==> src/hw/rtl/sciot_pkg.sv <==
// ----------------------------------------------------------------------------
// sciot_pkg
// Types, codes and constants for the sound co-processor I/O page and timers.
// ----------------------------------------------------------------------------
package sciot_pkg;

    localparam int SLOW_PRESCALE  = 128;
    localparam int FAST_PRESCALE  = 16;
    localparam int BOOT_ROM_BYTES = 64;
    localparam int NUM_TIMERS     = 3;
    localparam int NUM_IN_LATCH   = 6;
    localparam int NUM_OUT_LATCH  = 4;

    // Prescaler holds ticks left minus one, so reload with period minus one.
    localparam logic [7:0] SLOW_RELOAD = 8'(SLOW_PRESCALE - 1);
    localparam logic [7:0] FAST_RELOAD = 8'(FAST_PRESCALE - 1);

    // Action codes
    localparam logic [2:0] ACT_TICK    = 3'd0;
    localparam logic [2:0] ACT_CPU_RD  = 3'd1;
    localparam logic [2:0] ACT_CPU_WR  = 3'd2;
    localparam logic [2:0] ACT_HOST_WR = 3'd3;
    localparam logic [2:0] ACT_HOST_RD = 3'd4;

    // Route codes
    localparam logic [2:0] ROUTE_NONE  = 3'd0;
    localparam logic [2:0] ROUTE_LOCAL = 3'd1;
    localparam logic [2:0] ROUTE_ROM   = 3'd2;
    localparam logic [2:0] ROUTE_RAM   = 3'd3;
    localparam logic [2:0] ROUTE_DSP   = 3'd4;

    // Register offsets within the 0xf0-0xff page
    localparam logic [3:0] REG_TEST     = 4'h0;
    localparam logic [3:0] REG_CONTROL  = 4'h1;
    localparam logic [3:0] REG_DSP_ADDR = 4'h2;
    localparam logic [3:0] REG_DSP_DATA = 4'h3;
    localparam logic [3:0] REG_PORT0    = 4'h4;
    localparam logic [3:0] REG_PORT1    = 4'h5;
    localparam logic [3:0] REG_PORT2    = 4'h6;
    localparam logic [3:0] REG_PORT3    = 4'h7;
    localparam logic [3:0] REG_AUX0     = 4'h8;
    localparam logic [3:0] REG_AUX1     = 4'h9;
    localparam logic [3:0] REG_TARGET0  = 4'hA;
    localparam logic [3:0] REG_COUNTER0 = 4'hD;
    localparam logic [3:0] REG_COUNTER1 = 4'hE;
    localparam logic [3:0] REG_COUNTER2 = 4'hF;

    localparam logic [11:0] IO_PAGE_HI  = 12'h00F;
    localparam logic [9:0]  ROM_BASE_HI = 10'h3FF;

    localparam int CTL_CLR_LO_BIT = 4;
    localparam int CTL_CLR_HI_BIT = 5;
    localparam int CTL_ROM_BIT    = 7;

    typedef struct packed {
        logic [2:0]  action;
        logic [15:0] address;
        logic [7:0]  write_data;
        logic [1:0]  port_index;
    } t_in_item;

    typedef struct packed {
        logic [7:0] read_data;
        logic [2:0] route;
        logic [6:0] dsp_index;
        logic       dsp_store;
        logic       ram_write;
        logic       rom_visible;
    } t_out_item;

    typedef struct packed {
        logic       tick;
        logic       ctl_wr;
        logic       on_val;
        logic       tgt_wr;
        logic [7:0] tgt_val;
        logic       cnt_clr;
    } t_tmr_ctl;

    function automatic logic [7:0] boot_rom(input logic [5:0] idx);
        logic [7:0] d;
        case (idx)
            6'd0:  d = 8'hcd; 6'd1:  d = 8'hef; 6'd2:  d = 8'hbd; 6'd3:  d = 8'he8;
            6'd4:  d = 8'h00; 6'd5:  d = 8'hc6; 6'd6:  d = 8'h1d; 6'd7:  d = 8'hd0;
            6'd8:  d = 8'hfc; 6'd9:  d = 8'h8f; 6'd10: d = 8'haa; 6'd11: d = 8'hf4;
            6'd12: d = 8'h8f; 6'd13: d = 8'hbb; 6'd14: d = 8'hf5; 6'd15: d = 8'h78;
            6'd16: d = 8'hcc; 6'd17: d = 8'hf4; 6'd18: d = 8'hd0; 6'd19: d = 8'hfb;
            6'd20: d = 8'h2f; 6'd21: d = 8'h19; 6'd22: d = 8'heb; 6'd23: d = 8'hf4;
            6'd24: d = 8'hd0; 6'd25: d = 8'hfc; 6'd26: d = 8'h7e; 6'd27: d = 8'hf4;
            6'd28: d = 8'hd0; 6'd29: d = 8'h0b; 6'd30: d = 8'he4; 6'd31: d = 8'hf5;
            6'd32: d = 8'hcb; 6'd33: d = 8'hf4; 6'd34: d = 8'hd7; 6'd35: d = 8'h00;
            6'd36: d = 8'hfc; 6'd37: d = 8'hd0; 6'd38: d = 8'hf3; 6'd39: d = 8'hab;
            6'd40: d = 8'h01; 6'd41: d = 8'h10; 6'd42: d = 8'hef; 6'd43: d = 8'h7e;
            6'd44: d = 8'hf4; 6'd45: d = 8'h10; 6'd46: d = 8'heb; 6'd47: d = 8'hba;
            6'd48: d = 8'hf6; 6'd49: d = 8'hda; 6'd50: d = 8'h00; 6'd51: d = 8'hba;
            6'd52: d = 8'hf4; 6'd53: d = 8'hc4; 6'd54: d = 8'hf4; 6'd55: d = 8'hdd;
            6'd56: d = 8'h5d; 6'd57: d = 8'hd0; 6'd58: d = 8'hdb; 6'd59: d = 8'h1f;
            6'd60: d = 8'h00; 6'd61: d = 8'h00; 6'd62: d = 8'hc0; 6'd63: d = 8'hff;
            default: d = 8'h00;
        endcase
        return d;
    endfunction

endpackage

==> src/hw/rtl/sciot_timer.sv <==
// ----------------------------------------------------------------------------
// sciot_timer
// One timer: prescaler, 8-bit divider with target, 4-bit output counter.
// ----------------------------------------------------------------------------
module sciot_timer (
    input  logic                i_clk,
    input  logic                i_rst_n,
    input  logic [7:0]          i_reload,
    input  sciot_pkg::t_tmr_ctl i_ctl,
    output logic [3:0]          o_counter
);

    logic [7:0] r_presc, n_presc;
    logic [7:0] r_div,   n_div;
    logic [7:0] r_tgt,   n_tgt;
    logic [3:0] r_cnt,   n_cnt;
    logic       r_on,    n_on;
    logic [7:0] div_inc;

    assign div_inc = r_div + 8'd1;

    always_comb begin
        n_presc = r_presc;
        n_div   = r_div;
        n_tgt   = r_tgt;
        n_cnt   = r_cnt;
        n_on    = r_on;
        if (i_ctl.tick) begin
            if (r_presc == 8'd0) begin
                n_presc = i_reload;
                if (r_on) begin
                    if (div_inc == r_tgt) begin
                        n_div = 8'd0;
                        n_cnt = r_cnt + 4'd1;
                    end else begin
                        n_div = div_inc;
                    end
                end
            end else begin
                n_presc = r_presc - 8'd1;
            end
        end
        if (i_ctl.ctl_wr) begin
            // restart divider and counter on an off-to-on enable
            if (!r_on && i_ctl.on_val) begin
                n_div = 8'd0;
                n_cnt = 4'd0;
            end
            n_on = i_ctl.on_val;
        end
        if (i_ctl.tgt_wr) begin
            n_tgt = i_ctl.tgt_val;
        end
        if (i_ctl.cnt_clr) begin
            n_cnt = 4'd0;
        end
    end

    always_ff @(posedge i_clk) begin
        if (!i_rst_n) begin
            r_presc <= 8'd0;
            r_div   <= 8'd0;
            r_tgt   <= 8'd0;
            r_cnt   <= 4'd0;
            r_on    <= 1'b0;
        end else begin
            r_presc <= n_presc;
            r_div   <= n_div;
            r_tgt   <= n_tgt;
            r_cnt   <= n_cnt;
            r_on    <= n_on;
        end
    end

    assign o_counter = r_cnt;

endmodule

==> src/hw/rtl/sound_cpu_io_page_and_timers.sv <==
// ----------------------------------------------------------------------------
// sound_cpu_io_page_and_timers
// I/O register page, three timers and boot-ROM overlay of a sound CPU.
// ----------------------------------------------------------------------------
// Path: the accepted item is held in the input register, then decode and
// state update write the result register.
// Throughput: one item per cycle; while a result waits, input stays ready
// only until the input register fills.
// Reset (synchronous, active low): timers, latches and pointer clear,
// boot-ROM overlay on, both stages empty.
module sound_cpu_io_page_and_timers (
    input  logic                 i_clk,
    input  logic                 i_rst_n,
    input  logic                 i_in_valid,
    output logic                 o_in_ready,
    input  sciot_pkg::t_in_item  i_in_item,
    output logic                 o_out_valid,
    input  logic                 i_out_ready,
    output sciot_pkg::t_out_item o_out_item
);

    sciot_pkg::t_in_item  r_in;
    logic                 r_in_valid;
    sciot_pkg::t_out_item r_out, n_out;
    logic                 r_out_valid;

    logic [7:0] r_in_latch  [sciot_pkg::NUM_IN_LATCH];
    logic [7:0] n_in_latch  [sciot_pkg::NUM_IN_LATCH];
    logic [7:0] r_out_latch [sciot_pkg::NUM_OUT_LATCH];
    logic [7:0] n_out_latch [sciot_pkg::NUM_OUT_LATCH];
    logic [7:0] r_dsp_ptr, n_dsp_ptr;
    logic       r_rom_on, n_rom_on;

    logic                adv_out;
    logic                proc;
    logic                is_io;
    logic                is_rom;
    logic [3:0]          lo;
    logic                cpu_rd, cpu_wr;
    logic [3:0]          tmr_cnt [sciot_pkg::NUM_TIMERS];
    sciot_pkg::t_tmr_ctl tmr_ctl [sciot_pkg::NUM_TIMERS];

    // output stage moves when empty or taken; input stage refills behind it
    assign adv_out    = !r_out_valid || i_out_ready;
    assign proc       = r_in_valid && adv_out;
    assign o_in_ready = !r_in_valid || adv_out;

    assign lo     = r_in.address[3:0];
    assign is_io  = (r_in.address[15:4] == sciot_pkg::IO_PAGE_HI);
    assign is_rom = (r_in.address[15:6] == sciot_pkg::ROM_BASE_HI);
    assign cpu_rd = proc && (r_in.action == sciot_pkg::ACT_CPU_RD);
    assign cpu_wr = proc && (r_in.action == sciot_pkg::ACT_CPU_WR);

    for (genvar t = 0; t < sciot_pkg::NUM_TIMERS; t++) begin : g_tmr
        always_comb begin
            tmr_ctl[t].tick    = proc && (r_in.action == sciot_pkg::ACT_TICK);
            tmr_ctl[t].ctl_wr  = cpu_wr && is_io && (lo == sciot_pkg::REG_CONTROL);
            tmr_ctl[t].on_val  = r_in.write_data[t];
            tmr_ctl[t].tgt_wr  = cpu_wr && is_io && (lo == sciot_pkg::REG_TARGET0 + 4'(t));
            tmr_ctl[t].tgt_val = r_in.write_data;
            tmr_ctl[t].cnt_clr = cpu_rd && is_io && (lo == sciot_pkg::REG_COUNTER0 + 4'(t));
        end

        sciot_timer u_timer (
            .i_clk     (i_clk),
            .i_rst_n   (i_rst_n),
            .i_reload  ((t == sciot_pkg::NUM_TIMERS - 1) ? sciot_pkg::FAST_RELOAD
                                                         : sciot_pkg::SLOW_RELOAD),
            .i_ctl     (tmr_ctl[t]),
            .o_counter (tmr_cnt[t])
        );
    end

    always_comb begin
        n_in_latch  = r_in_latch;
        n_out_latch = r_out_latch;
        n_dsp_ptr   = r_dsp_ptr;
        n_rom_on    = r_rom_on;
        n_out       = '0;

        case (r_in.action)
            sciot_pkg::ACT_CPU_RD: begin
                if (is_io) begin
                    n_out.route = sciot_pkg::ROUTE_LOCAL;
                    case (lo)
                        sciot_pkg::REG_DSP_ADDR: n_out.read_data = r_dsp_ptr;
                        sciot_pkg::REG_DSP_DATA: begin
                            n_out.route     = sciot_pkg::ROUTE_DSP;
                            n_out.dsp_index = r_dsp_ptr[6:0];
                        end
                        sciot_pkg::REG_PORT0:    n_out.read_data = r_in_latch[0];
                        sciot_pkg::REG_PORT1:    n_out.read_data = r_in_latch[1];
                        sciot_pkg::REG_PORT2:    n_out.read_data = r_in_latch[2];
                        sciot_pkg::REG_PORT3:    n_out.read_data = r_in_latch[3];
                        sciot_pkg::REG_AUX0:     n_out.read_data = r_in_latch[4];
                        sciot_pkg::REG_AUX1:     n_out.read_data = r_in_latch[5];
                        sciot_pkg::REG_COUNTER0: n_out.read_data = {4'd0, tmr_cnt[0]};
                        sciot_pkg::REG_COUNTER1: n_out.read_data = {4'd0, tmr_cnt[1]};
                        sciot_pkg::REG_COUNTER2: n_out.read_data = {4'd0, tmr_cnt[2]};
                        default: n_out.read_data = 8'd0;
                    endcase
                end else if (r_rom_on && is_rom) begin
                    n_out.route     = sciot_pkg::ROUTE_ROM;
                    n_out.read_data = sciot_pkg::boot_rom(r_in.address[5:0]);
                end else begin
                    n_out.route = sciot_pkg::ROUTE_RAM;
                end
            end
            sciot_pkg::ACT_CPU_WR: begin
                n_out.ram_write = 1'b1;
                if (is_io) begin
                    n_out.route = sciot_pkg::ROUTE_LOCAL;
                    if (lo == sciot_pkg::REG_CONTROL) begin
                        if (r_in.write_data[sciot_pkg::CTL_CLR_LO_BIT]) begin
                            n_in_latch[0] = 8'd0;
                            n_in_latch[1] = 8'd0;
                        end
                        if (r_in.write_data[sciot_pkg::CTL_CLR_HI_BIT]) begin
                            n_in_latch[2] = 8'd0;
                            n_in_latch[3] = 8'd0;
                        end
                        n_rom_on = r_in.write_data[sciot_pkg::CTL_ROM_BIT];
                    end else if (lo == sciot_pkg::REG_DSP_ADDR) begin
                        n_dsp_ptr = r_in.write_data;
                    end else if (lo == sciot_pkg::REG_DSP_DATA) begin
                        // drop writes while the pointer is past the DSP register file
                        if (!r_dsp_ptr[7]) begin
                            n_out.dsp_index = r_dsp_ptr[6:0];
                            n_out.dsp_store = 1'b1;
                        end
                    end else if (lo >= sciot_pkg::REG_PORT0 && lo <= sciot_pkg::REG_PORT3) begin
                        n_out_latch[lo[1:0]] = r_in.write_data;
                    end else if (lo == sciot_pkg::REG_AUX0) begin
                        n_in_latch[4] = r_in.write_data;
                    end else if (lo == sciot_pkg::REG_AUX1) begin
                        n_in_latch[5] = r_in.write_data;
                    end
                end else begin
                    n_out.route = sciot_pkg::ROUTE_RAM;
                end
            end
            sciot_pkg::ACT_HOST_WR: begin
                n_in_latch[{1'b0, r_in.port_index}] = r_in.write_data;
            end
            sciot_pkg::ACT_HOST_RD: begin
                n_out.route     = sciot_pkg::ROUTE_LOCAL;
                n_out.read_data = r_out_latch[r_in.port_index];
            end
            default: begin
                n_out.route = sciot_pkg::ROUTE_NONE;
            end
        endcase

        n_out.rom_visible = n_rom_on;
    end

    always_ff @(posedge i_clk) begin
        if (!i_rst_n) begin
            r_in_valid  <= 1'b0;
            r_out_valid <= 1'b0;
            r_dsp_ptr   <= 8'd0;
            r_rom_on    <= 1'b1;
            for (int k = 0; k < sciot_pkg::NUM_IN_LATCH; k++) begin
                r_in_latch[k] <= 8'd0;
            end
            for (int k = 0; k < sciot_pkg::NUM_OUT_LATCH; k++) begin
                r_out_latch[k] <= 8'd0;
            end
        end else begin
            if (o_in_ready) begin
                r_in_valid <= i_in_valid;
            end
            if (adv_out) begin
                r_out_valid <= r_in_valid;
            end
            if (proc) begin
                r_dsp_ptr   <= n_dsp_ptr;
                r_rom_on    <= n_rom_on;
                r_in_latch  <= n_in_latch;
                r_out_latch <= n_out_latch;
            end
        end
    end

    always_ff @(posedge i_clk) begin
        if (o_in_ready && i_in_valid) begin
            r_in <= i_in_item;
        end
        if (proc) begin
            r_out <= n_out;
        end
    end

    assign o_out_valid = r_out_valid;
    assign o_out_item  = r_out;

endmodule

==> config.mk <==
export PLATFORM = sky130hd
export DESIGN_NAME = sound_cpu_io_page_and_timers
export DESIGN_NICKNAME = d
export VERILOG_FILES = /design/src/hw/rtl/sciot_pkg.sv /design/src/hw/rtl/sciot_timer.sv /design/src/hw/rtl/sound_cpu_io_page_and_timers.sv
export SDC_FILE = /design/constraint.sdc
export NUM_CORES = 1
export LEC_CHECK = 0
export BUFFER_PORTS_ARGS = -buffer_cell sky130_fd_sc_hd__buf_2
export CAP_MARGIN = 25
export CORE_MARGIN = 2
export CORE_UTILIZATION = 61
export DETAILED_ROUTE_END_ITERATION = 6
export GPL_ROUTABILITY_DRIVEN = 0
export GPL_TIMING_DRIVEN = 1
export PLACE_DENSITY = 0.79
export SLEW_MARGIN = 25
export SYNTH_ARGS = -nofsm -noshare
export SYNTH_HDL_FRONTEND = slang
export SYNTH_SLANG_ARGS = --single-unit
export TNS_END_PERCENT = 30
==> constraint.sdc <==
create_clock -name i_clk -period 3.19 [get_ports i_clk]
set_input_delay 0.319 -clock i_clk [delete_from_list [all_inputs] [get_ports i_clk]]
set_output_delay 0.319 -clock i_clk [all_outputs]
set_load 0.05 [all_outputs]
; Word level (Yosys, flattened, before mapping)
; Memory sizes are Yosys's and may differ from the RTL's. A register that Yosys moved wholly into a read port is not among the register bits.
; Cells that the tools add are included.
[classes]
n_addsub = 9
magnitude_cmp = 7
eq_ne = 35
muxes = 80
n_bitwise = 9
reduce_logical = 43
[op_table]
columns = op, n
row1 = $mux W8, 34
row2 = $mux W16, 6
row3 = $pmux W48 S2, 1
row4 = $pmux W8 S10, 1
row5 = $mux W4, 18
row6 = $bwmux W48, 1
row7 = $mux W48, 1
row8 = $bwmux W32, 1
row9 = $eq A4 B4 Y1 const B, 8
row10 = $mux W32, 1
row11 = $add A8 B1 Y8 const B, 3
row12 = $demux W8 S3, 1
row13 = $eq A8 B8 Y1, 3
row14 = $logic_not A8 Y1, 3
row15 = $sub A8 B1 Y8 const B, 3
row16 = $logic_and A1 B1 Y1, 21
row17 = $bmux W8 S2, 1
row18 = $demux W8 S2, 1
row19 = $eq A4 B3 Y1 const B, 4
row20 = $ne A2 B2 Y1 const B, 8
row21 = $pmux W8 S2, 1
row22 = $reduce_and A5 Y1, 3
row23 = $pmux W7 S2, 1
row24 = $add A4 B1 Y4 const B, 3
row25 = other kinds (33), 55
[word_totals]
reg_bits = 228
rom_bits = 512
in_bits = 33
output_inout_bits = 23
word_cells = 223
mem_count = 1
[memory_table]
columns = memory, words, width, rd, rd_ports_with_merged_regs, write_ports, line_no
row1 = (name not given), 64, 8, 1, 1, 0, sciot_pkg.sv:82  ; case (idx)

; Depth between registers and ports, before layout
; Gate-level depths: netlist of the first run.
[depth]
word_depth = 9
ltp_mapped = 14
ltp_nobuf = 11

; Modules after synthesis
; A second synthesis of the first run with hierarchy kept.
[unflattened]
cells_unflattened = 1428
hier_area_um2 = 12992.5
[modules_own_cells]
columns = mod, instances, cells_per_inst, area_per_inst_um2, seq_area_each_um2
row1 = sound_cpu_io_page_and_timers, 1, 819, 7831.3, 3483.3
row2 = sciot_timer, 3, 203, 1720.4, 580.6

; Least setup slack after synthesis of the first run
; No wires, ideal clock.
[synth_path]
path_kind = flip-flop to flip-flop
startpoint = register r_out_valid (netlist: o_out_valid)
endpoint = register with a tool-made name
setup_time_ns = 0.087
arrival_ns = 2.958
required_ns = 3.103
slack_ns = 0.145
path_stages_with_launch = 14
n_path_buf = 3
period_less_slack_ns = 3.045
path_cell_list = dfxtp_1 -> and3b_1 -> buf_2 -> inv_2 -> buf_2 -> nand3_1 -> and2_1 -> clkinv_1 -> ha_1 -> clkbuf_1 -> nand3_1 -> o21ai_0 -> a31o_2 -> o31ai_1
[synth_rtl]
columns = item, line_no
row1 = "start, declared", sound_cpu_io_page_and_timers.sv:25  ; logic r_out_valid;
row2 = "start signal, assigned", sound_cpu_io_page_and_timers.sv:174  ; r_out_valid <= r_in_valid;

; Worst setup path in the final report of the first run
[layout_path]
startpoint = register r_in[18] in the netlist's numbering
endpoint = register r_in_latch[13] in the netlist's numbering
[layout_via]
elab_chain_cells = 3
[layout_rtl]
columns = item, line_no
row1 = "start, declared", sound_cpu_io_page_and_timers.sv:22  ; sciot_pkg::t_in_item r_in;
row2 = "start signal, assigned", sound_cpu_io_page_and_timers.sv:187  ; r_in <= i_in_item;
row3 = $eq A12 B4 Y1, sound_cpu_io_page_and_timers.sv:49  ; assign is_io = (r_in.address[15:4] == sciot_pkg::IO_PAGE_HI);
row4 = $ne A2 B2 Y1 (no line), -
row5 = $reduce_and A8 Y1 (no line), -
row6 = "end signal, assigned", sound_cpu_io_page_and_timers.sv:179  ; r_in_latch <= n_in_latch;
row7 = "end, declared", sound_cpu_io_page_and_timers.sv:27  ; logic [7:0] r_in_latch [sciot_pkg::NUM_IN_LATCH];
; No other way between the ends.
; A chain may end at the register's enable or synchronous reset.

==> metrics, run 1 <==
Setup crit start r_in[18]; Setup violations, final 0; Post-DRT Antenna Nets 0; initial antenna violation count 0; Leak just under 5 nW; CP Capture Type register; clk root buf clkbuf_16; Cell Area, Synth 12400 sq um; FF-to-FF Start r_in[18]; Synth Flop Type dfxtp_1; worst r2r dst r_in_latch[13]; vias in the first global route between 10k and 15k; Unique masters post-synth between 80 and 90; cts repair resizes 0; PortBufs between 50 and 60; CTS tree built; Power per Cell Area a little under 500 nW/um^2; die footprint approximately 21000 sq um; Core Box Area around 20000 sq um; Setup TNS Final 0 ns; Starting Density between 60% and 70%; Hold Violations, Final 0; Post-CTS Hold Fix Bufs 23; # IOs 56; Initial DRT Pass Iterations 6; Die Span Y 147 um; Setup crit end r_in_latch[13]; Worst setup SP type register; postcts setup bufs 0; Worst-Margin Slew between 1 and 1.5 ns; clock sink count around 240; H-Tree Depth 1; fin. max-slew vios 0; Row Count 52; syn avg cell area around 8.9 sq um; min Tclk post-route 2.84 ns; initial drt markers around 1.2k; flops & latches, synth approximately 240; R2R Setup Slk roughly 0.35 ns; Clock transition at path regs roughly 0.060 ns; VDD IR max 0.423 mV; Fmax roughly 0.35 GHz; DRC Markers 0; Mapped Nets approximately 1.4k; asr flop ratio synth 0%; Yosys warning count 0; RSZ-0062 raised after global routing false; Routed WL 33000 um; Worst Path Max Fanout 16; R2R depth 7; Req. time, crit path 3.61 ns; Die Width ~150 um; via count around 11k; Final Cycle Share 89.0%; layout cell share with drive strength beyond 1 about an eighth; Vias per Instance 6.37; Hold Path Class in2reg; Overflow after GRT 0; CP arrival around 3.3 ns; final core utilization a little over two thirds; max cap viols 0; Bufs on Longest Clock Path 3; Cells after Synth 1389; number of diodes 0; clock buffer count from CTS 26; Post-synth EDFFs 50; kind of critical path reg2reg; largest net degree at the start of global routing 75; Final nets approximately 1.5k; worst relative slew slack 31.2%; sequential area share after synthesis between 40% and 50%; number of fill cells in the layout around 1.5k; total track usage between 30% and 40%; synth-to-layout area growth 12.5%; worst skew pair latency between 0.5 and 0.6 ns; DP HPWL roughly 22000 um; wire per inst about 19 um; Fin Clk Skew between 0.01 and 0.015 ns; first-pass GRT wire length roughly 53000 um; status finished clean
[flip-flops by register name (all words and copies together) (netlist names), named ones only]
signal / flops
r_dsp_ptr: 8
g_tmr.u_timer.r_tgt: 24
r_in_latch: 48
r_rom_on: 1
g_tmr.u_timer.r_div: 24
r_in: 25
r_in_valid: 1
o_out_valid: 1
g_tmr.u_timer.r_on: 3
lo: 4
g_tmr.u_timer.r_presc: 24
o_out_item: 21
g_tmr.u_timer.o_counter: 12
r_out_latch: 32
[layout make-up]
cell class	instances	area (sq um)	share of cell area [%]
Multi-Input combinational cell	1026	6660	47.7
Clock buffer	37	774	5.55
Tap cell	270	338	2.42
Sequential cell	236	5230	37.4
Inverter	27	101	0.726
Timing Repair Buffer	115	783	5.61
Clock inverter	10	81.3	0.583
[where the power goes]
part	leakage [nW]	total (mW)	internal [mW]	switching, mW
Combinational	2.50	0.667	0.242	0.425
Clock	0.419	2.96	1.77	1.20
Sequential	1.97	3.20	3.12	0.0815
Total	4.89	6.83	5.13	1.70
[cells by family (layout without fill, tap and decap cells)]
group	after synthesis	after routing	synth area share (%)
flip-flops	236	236	42.1
adder cells (fa/ha/maj)	17	17	1.71
multiplexers	43	43	4.48
AO/OA/AOI/OAI	378	378	21.6
buffers and inverters	127	189	4.31
AND/OR/NAND/NOR	548	548	23.0
XOR/XNOR	40	40	2.82
[placed cells by master (no fill, tap or decap), types with 7 or more instances in the layout]
cell type	Yosys	final
a21boi_0	81	81
a21oi_1	55	55
a221oi_1	12	12
a22oi_1	30	30
a2bb2oi_1	8	8
a31oi_1	10	10
a32oi_1	22	22
and2_1	34	34
and3_1	19	19
buf_2	24	55
buf_4	3	37
clkbuf_16	0	28
dfxtp_1	186	186
dlygate4sd3_1	0	23
edfxtp_1	50	50
ha_1	17	17
inv_1	24	24
mux2_2	7	7
mux2i_1	26	26
mux4_2	9	9
nand2_1	210	210
nand2b_1	15	15
nand3_1	53	53
nor2_1	37	37
nor2b_1	65	65
nor3_1	29	29
nor3b_1	10	10
nor4_1	11	11
o211ai_1	8	8
o21ai_0	70	70
o221ai_1	7	7
o32ai_1	7	7
or3_1	16	16
or4_1	10	10
xnor2_1	24	24
xor2_1	16	16
[cells in the mapped netlist, types with 5 or more instances]
cell	n	share of area (%)
nand2_1	210	6.4
dfxtp_1	186	30
a21boi_0	81	4.9
o21ai_0	70	2.8
nor2b_1	65	3.3
clkbuf_1	63	1.9
a21oi_1	55	2.2
nand3_1	53	2.1
edfxtp_1	50	12
nor2_1	37	1.1
and2_1	34	1.7
a22oi_1	30	1.8
nor3_1	29	1.2
mux2i_1	26	2.1
buf_2	24	0.97
inv_1	24	0.73
xnor2_1	24	1.7
a32oi_1	22	1.6
and3_1	19	0.96
ha_1	17	1.7
or3_1	16	0.81
xor2_1	16	1.1
nand2b_1	15	0.76
a221oi_1	12	0.85
nor4_1	11	0.55
a31oi_1	10	0.50
nor3b_1	10	0.61
or4_1	10	0.61
mux4_2	9	1.6
a2bb2oi_1	8	0.56
o211ai_1	8	0.48
buf_1	7	0.21
mux2_2	7	0.64
o221ai_1	7	0.49
o32ai_1	7	0.49
a211oi_1	6	0.36
and4_1	6	0.42
o2111ai_1	6	0.42
a211o_1	5	0.35
a21o_1	5	0.30
nand4_1	5	0.25
o211a_1	5	0.40
o21a_1	5	0.30
o31ai_1	5	0.30
[per-layer routing]
layer  GRT usage [%]  up-vias  part of all wire, %
met5               0        -                    0
met4            10.5        0                  3.7
met3            5.38      101                  8.8
met2            48.6      548                   45
met1            41.3     5151                   42
li1                -     5157                    -
[worst min path at each step]
stage | from | to | slack, ns | depth (start not counted)
after floorplan | i_in_item[10] | lo[0] | 0.42 | 0
after global placement | r_out_latch[17] | r_out_latch[17] | 0.45 | 2
after detailed placement | r_out_latch[2] | r_out_latch[2] | 0.46 | 2
after CTS | i_in_item[15] | r_in[15] | 0.003 | 1
after global routing | i_in_item[15] | r_in[15] | 0.02 | 1
final | i_in_item[15] | r_in[15] | 0.02 | 1
[through the flow]
| step | worst slack, ns | std cells | hold WS (ns) | instance area, sq um | power [mW] |
|---|---|---|---|---|---|
| CTS | 0.549 | 1720 | 0.00277 | 14000 | 6.82 |
| global route | 0.121 | 1721 | 0.0159 | 14000 | 7.03 |
| global placement | 0.508 | 1650 | 0.445 | 12900 | 3.87 |
| detailed placement | 0.465 | 1650 | 0.456 | 12900 | 3.88 |
| floorplan | 0.145 | 1389 | 0.418 | 12400 | 3.69 |
| finish | 0.349 | 1721 | 0.0193 | 14000 | 6.83 |
[worst max-delay path, cell delays in order (launching register included)]
cell and delay, ns:
edfxtp_1 0.40, nor4b_1 0.50, nand3_1 0.34, buf_4 0.29, nand4b_1 0.63, nand2_1 0.26
o21ai_0 0.12, and2_1 0.19
(Power assumes the default switching activity.)
==> inputs of run 2 (changes only) <==
--- a/config.mk
+++ b/config.mk
@@ -12,7 +12,7 @@
 export DETAILED_ROUTE_END_ITERATION = 6
 export GPL_ROUTABILITY_DRIVEN = 0
 export GPL_TIMING_DRIVEN = 1
-export PLACE_DENSITY = 0.79
+export PLACE_DENSITY = 0.85
 export SLEW_MARGIN = 25
 export SYNTH_ARGS = -nofsm -noshare
 export SYNTH_HDL_FRONTEND = slang
==> run 2 against run 1 <==
- combinational power down 2%
- routed wire length up 3.8%
- global-route usage grew 0.71 points
- setup slack worse by 0.055 ns
- critical endpoint is now r_in_latch[11]
==> metrics, run 2 (synthesized netlist as in run 1, its figures left out) <==
status finished clean; fin. max-slew vios 0; DP Area roughly 13000 sq um; vias in the first global route 10.4k; Crit path buffers/inverters 0; FF-to-FF Start lo[3]; CP Capture Type register; R2R depth 6; first-pass GRT wire length 54400 um; clock buffer count from CTS 26; number of diodes 0; most common cell after layout, fill and taps aside nand2_1; CP Cell Sequence or3b_2 -> a21oi_1 -> nand4b_1 -> nand2_1 -> o21ai_0 -> and2_1; largest net degree at the start of global routing 69; synth-to-layout area growth 12.4%; Worst-Margin Slew approximately 1 ns; most frequent cells in the layout 210 x nand2_1, 186 x dfxtp_1, 81 x a21boi_0, 70 x o21ai_0, 65 x nor2b_1; PnR worst setup slack 0.295 ns; cts repair resizes 0; Routed WL between 30000 and 40000 um; Biggest register r_in_latch; Hold Path Cell Cnt 1; Initial DRT Pass Iterations 7; postcts setup bufs 0; kind of critical path reg2reg; number of fill cells in the layout between 1k and 1.5k; final instance area ~14000 sq um; pre-CTS setup slack around 0.42 ns; max reg flops between 40 and 50; wire per inst roughly 20 um; crit-path leading delay family simple AND/OR/NAND/NOR gates; VDD IR max between 0.5 and 0.6 mV; Worst Path Max Fanout 26; Pwr Total a little under 7 mW; Worst setup SP type register; max cap viols 0; CP max stage delay between 0.9 and 1 ns; Setup violations, final 0; Final Cycle Share about nine tenths; Fmax 0.345 GHz; worst r2r dst r_in_latch[11]; Final Non-Filler Cells between 1.5k and 2k; Leak ~4.9 nW; DRC Markers 0; Hold Violations, Final 0; RSZ-0062 raised after global routing false; Hold Path End lo[0]; Post-DRT Antenna Nets 0; final core utilization between 60 and 70%; Row Count between 50 and 60; initial drt markers 1359; # IOs 56; total track usage between 30 and 40%; worst relative slew slack 32.1%; R2R Setup Slk a little under 0.3 ns; clock sink count between 200 and 250; Seq. cell area between 5000 and 6000 sq um; Clock transition at path regs about 0.060 ns; placed insts between 1.5k and 2k; Power per Cell Area 492 nW/um^2; clk root buf clkbuf_16; worst hold slack about 0.06 ns; multi-input logic area 6660 sq um; CP arrival roughly 3.3 ns; Core Box Area 20100 sq um; via count ~11k; PortBufs between 50 and 60; Fin Clk Skew ~0.016 ns; Req. time, crit path 3.60 ns; CTS tree built; Starting Density between 60% and 70%; DP HPWL 22100 um; min Tclk post-route approximately 2.9 ns; die footprint 21500 sq um; H-Tree Depth 1; biggest regs r_in_latch (48), r_out_latch (32), r_in (25); Setup TNS Final 0 ns; Die Span Y roughly 150 um; Final nets about 1.5k; Hold Path Class in2reg; initial antenna violation count 1; Bufs on Longest Clock Path 3; layout cell share with drive strength beyond 1 around an eighth; Die Width 147 um; Overflow after GRT 0; Vias per Instance between 6 and 7; slowest stage cell, crit path edfxtp_1; beginning of the worst hold path i_in_item[10]; worst skew pair latency about 0.53 ns
==> run 2: worst max path at each step <==
stage | from | to | depth (start not counted)
global placement | i_out_ready | register | 9
floorplan | o_out_valid | register | 13
global route | lo[3] | r_in_latch[11] | 6
detailed placement | i_out_ready | register | 11
CTS | lo[3] | r_in_latch[11] | 6
finish | lo[3] | r_in_latch[11] | 6
==> run 2: layer usage <==
metal,GRT usage (%),up-vias,routed length (um)
met4,10.6,2,1190
met2,49.8,642,15700
met1,41.0,5295,13800
li1,-,5147,-
met3,7.47,138,3490
met5,0,-,17
==> run 2: timing repair <==
action | 4_1_cts | 5_1_grt
setup endpoints to repair | 0 | 0
hold buffers | 25 | 0
hold endpoints to repair | 25 | 0
==> run 2: layout make-up <==
type                            instances  area share, %
Multi-Input combinational cell       1026           47.7
Sequential cell                       236           37.5
Timing Repair Buffer                  114           5.62
Clock buffer                           33           5.01
Tap cell                              270           2.42
Clock inverter                         15           1.05
Inverter                               27          0.727
==> run 2: worst reg2reg max path: stages, from the launching register on <==
cell and delay (ns):
edfxtp_1 0.97, or3b_2 0.58, a21oi_1 0.18, nand4b_1 0.49, nand2_1 0.23, o21ai_0 0.13
and2_1 0.20
==> run 2: power by group <==
group	leakage [nW]	internal [mW]	switching, mW
Clock	0.415	1.78	1.20
Sequential	1.97	3.12	0.103
Combinational	2.49	0.242	0.412
==> inputs of run 3 (changes only) <==
--- a/config.mk
+++ b/config.mk
@@ -7,6 +7,7 @@
 export LEC_CHECK = 0
 export BUFFER_PORTS_ARGS = -buffer_cell sky130_fd_sc_hd__buf_2
 export CAP_MARGIN = 25
+export CORE_ASPECT_RATIO = 1.5
 export CORE_MARGIN = 2
 export CORE_UTILIZATION = 61
 export DETAILED_ROUTE_END_ITERATION = 6
==> run 3 against run 2 <==
- the run now ends with design-rule violations left
- final cell count decreased by 0.99%
- routed wire length decreased by 1.2%
- first-iteration DRC count fell by 4.3%
- core utilization down 0.14 points
- worst hold slack worse by 0.044 ns
- via count fell by 1.9%
- clock skew increased by 0.0014 ns
- sequential cell count unchanged
- clock power is 18% lower
- setup slack improved by 0.061 ns
==> metrics, run 3 (synthesized netlist as in run 1, its figures left out) <==
Bufs on Longest Clock Path 3; clock buffer count from CTS 22; status finished, violations left; CP arrival roughly 3.2 ns; Final Cycle Share between 80% and 90%; total track usage a little under a third; Die Width approximately 120 um; cts repair resizes 0; Routed WL around 34000 um; first-pass GRT wire length 53100 um; worst relative slew slack roughly 41%; slowest stage cell, crit path mux2i_1; CP Cell Sequence and3b_1 -> inv_2 -> nand2_1 -> inv_2 -> mux2i_1 -> o211ai_1 -> o221a_2 -> a31o_2; layout cell share with drive strength beyond 1 between 10% and 20%; Fmax ~0.35 GHz; CP max stage delay roughly 0.60 ns; # IOs 56; violated checks design-rule violations; DP HPWL 23000 um; synth-to-layout area growth 10.8%; Starting Density 62.5%; RSZ-0062 raised after global routing false; most common cell after layout, fill and taps aside nand2_1; Worst Path Max Fanout 15; Crit path buffers/inverters 2; VDD IR max slightly above 0.5 mV; PortBufs 55; CTS tree built; Setup violations, final 0; Initial DRT Pass Iterations 7; clk root buf clkbuf_16; Crit path top cell by count inv_2; CP Capture Type register; Post-DRT Antenna Nets 0; DRC Markers 7; Clock transition at path regs around 0.070 ns; fin. max-slew vios 0; largest net degree at the start of global routing 87; Req. time, crit path between 3 and 4 ns; Die Span Y 179 um; Setup TNS Final 0 ns; Leak 4.79 nW; Row Count 63; initial antenna violation count 0; Core Box Area slightly below 20000 sq um; PnR worst setup slack approximately 0.36 ns; Hold Violations, Final 0; postcts setup bufs 0; initial drt markers between 1k and 1.5k; kind of critical path reg2reg; Overflow after GRT 0; crit-path leading delay family compound AO/OA/AOI/OAI gates; H-Tree Depth 1; max reg flops 48; biggest regs r_in_latch (48), r_out_latch (32), r_in (25); Power per Cell Area roughly 460 nW/um^2; worst skew pair latency ~0.52 ns; Hold Path Class in2reg; Fin Clk Skew around 0.018 ns; max cap viols 0; Worst setup SP type register; clock sink count roughly 240; vias in the first global route 10.5k; Worst-Margin Slew a little under 0.9 ns; pre-CTS setup slack about 0.42 ns; Final nets 1478; Vias per Instance 6.46; wire per inst 19.8 um; most frequent cells in the layout 210 x nand2_1, 186 x dfxtp_1, 81 x a21boi_0, 70 x o21ai_0, 65 x nor2b_1; via count between 10k and 15k; Post-CTS Hold Fix Bufs 24; number of diodes 0; die footprint 21500 sq um; min Tclk post-route 2.83 ns; Biggest register r_in_latch
-- run 3: cell types whose count changed in the layout (fill, tap and decap cells not counted), sizes merged --
cell	delta
bufinv	-3
dlygate4sd3	-1
clkinvlp	+2
clkbuf	-5
buf	+2
clkinv	-2
-- run 3: metal layers --
layer | wire (um) | GRT usage, % | vias to the layer above
met5 | 0 | 0 | -
met4 | 2620 | 20.3 | 0
met2 | 16900 | 54.9 | 554
met3 | 2260 | 3.82 | 181
li1 | - | - | 5140
met1 | 12000 | 34.1 | 5133
-- run 3: area by class of cell --
| cell class | count | area (sq um) |
|---|---|---|
| Clock buffer | 28 | 573 |
| Clock inverter | 12 | 71.3 |
| Fill cell | 1494 | 6110 |
| Inverter | 27 | 101 |
| Multi-Input combinational cell | 1026 | 6660 |
| Sequential cell | 236 | 5230 |
| Tap cell | 260 | 325 |
| Timing Repair Buffer | 115 | 801 |
-- run 3: through the flow --
stage	utilization (%)	power [mW]	cells	cell area (sq um)	hold WS, ns
2_1_floorplan	-	3.69	1389	12400	0.418
6_report	69.2	6.32	1704	13800	0.0142
4_1_cts	69.2	6.29	1704	13800	0.0131
5_1_grt	69.2	6.47	1704	13800	0.0233
3_5_place_dp	64.8	3.89	1640	12900	0.455
3_3_place_gp	64.8	3.88	1640	12900	0.444
-- run 3: worst paths after layout --
check,start,end,slack [ns],cells after the start
setup / recovery,o_out_valid,register,0.36,8
hold / removal,i_in_item[15],r_in[15],0.01,1
hold reg to reg,r_out_latch[7],r_out_latch[7],0.46,2
setup reg to reg,o_out_valid,register,0.36,8
-- run 3: worst reg2reg max path, delay by kind of cell, from the launching register on --
family	cells	cell delay, ns
compound gates	3	0.81
buf+inv	2	0.52
flops	1	0.33
mux	1	0.60
simple gates	2	0.46
-- run 3: power breakdown --
part	internal [mW]	total, mW	switching [mW]
clock network	1.28	2.44	1.15
logic	0.246	0.677	0.431
registers	3.12	3.21	0.0842
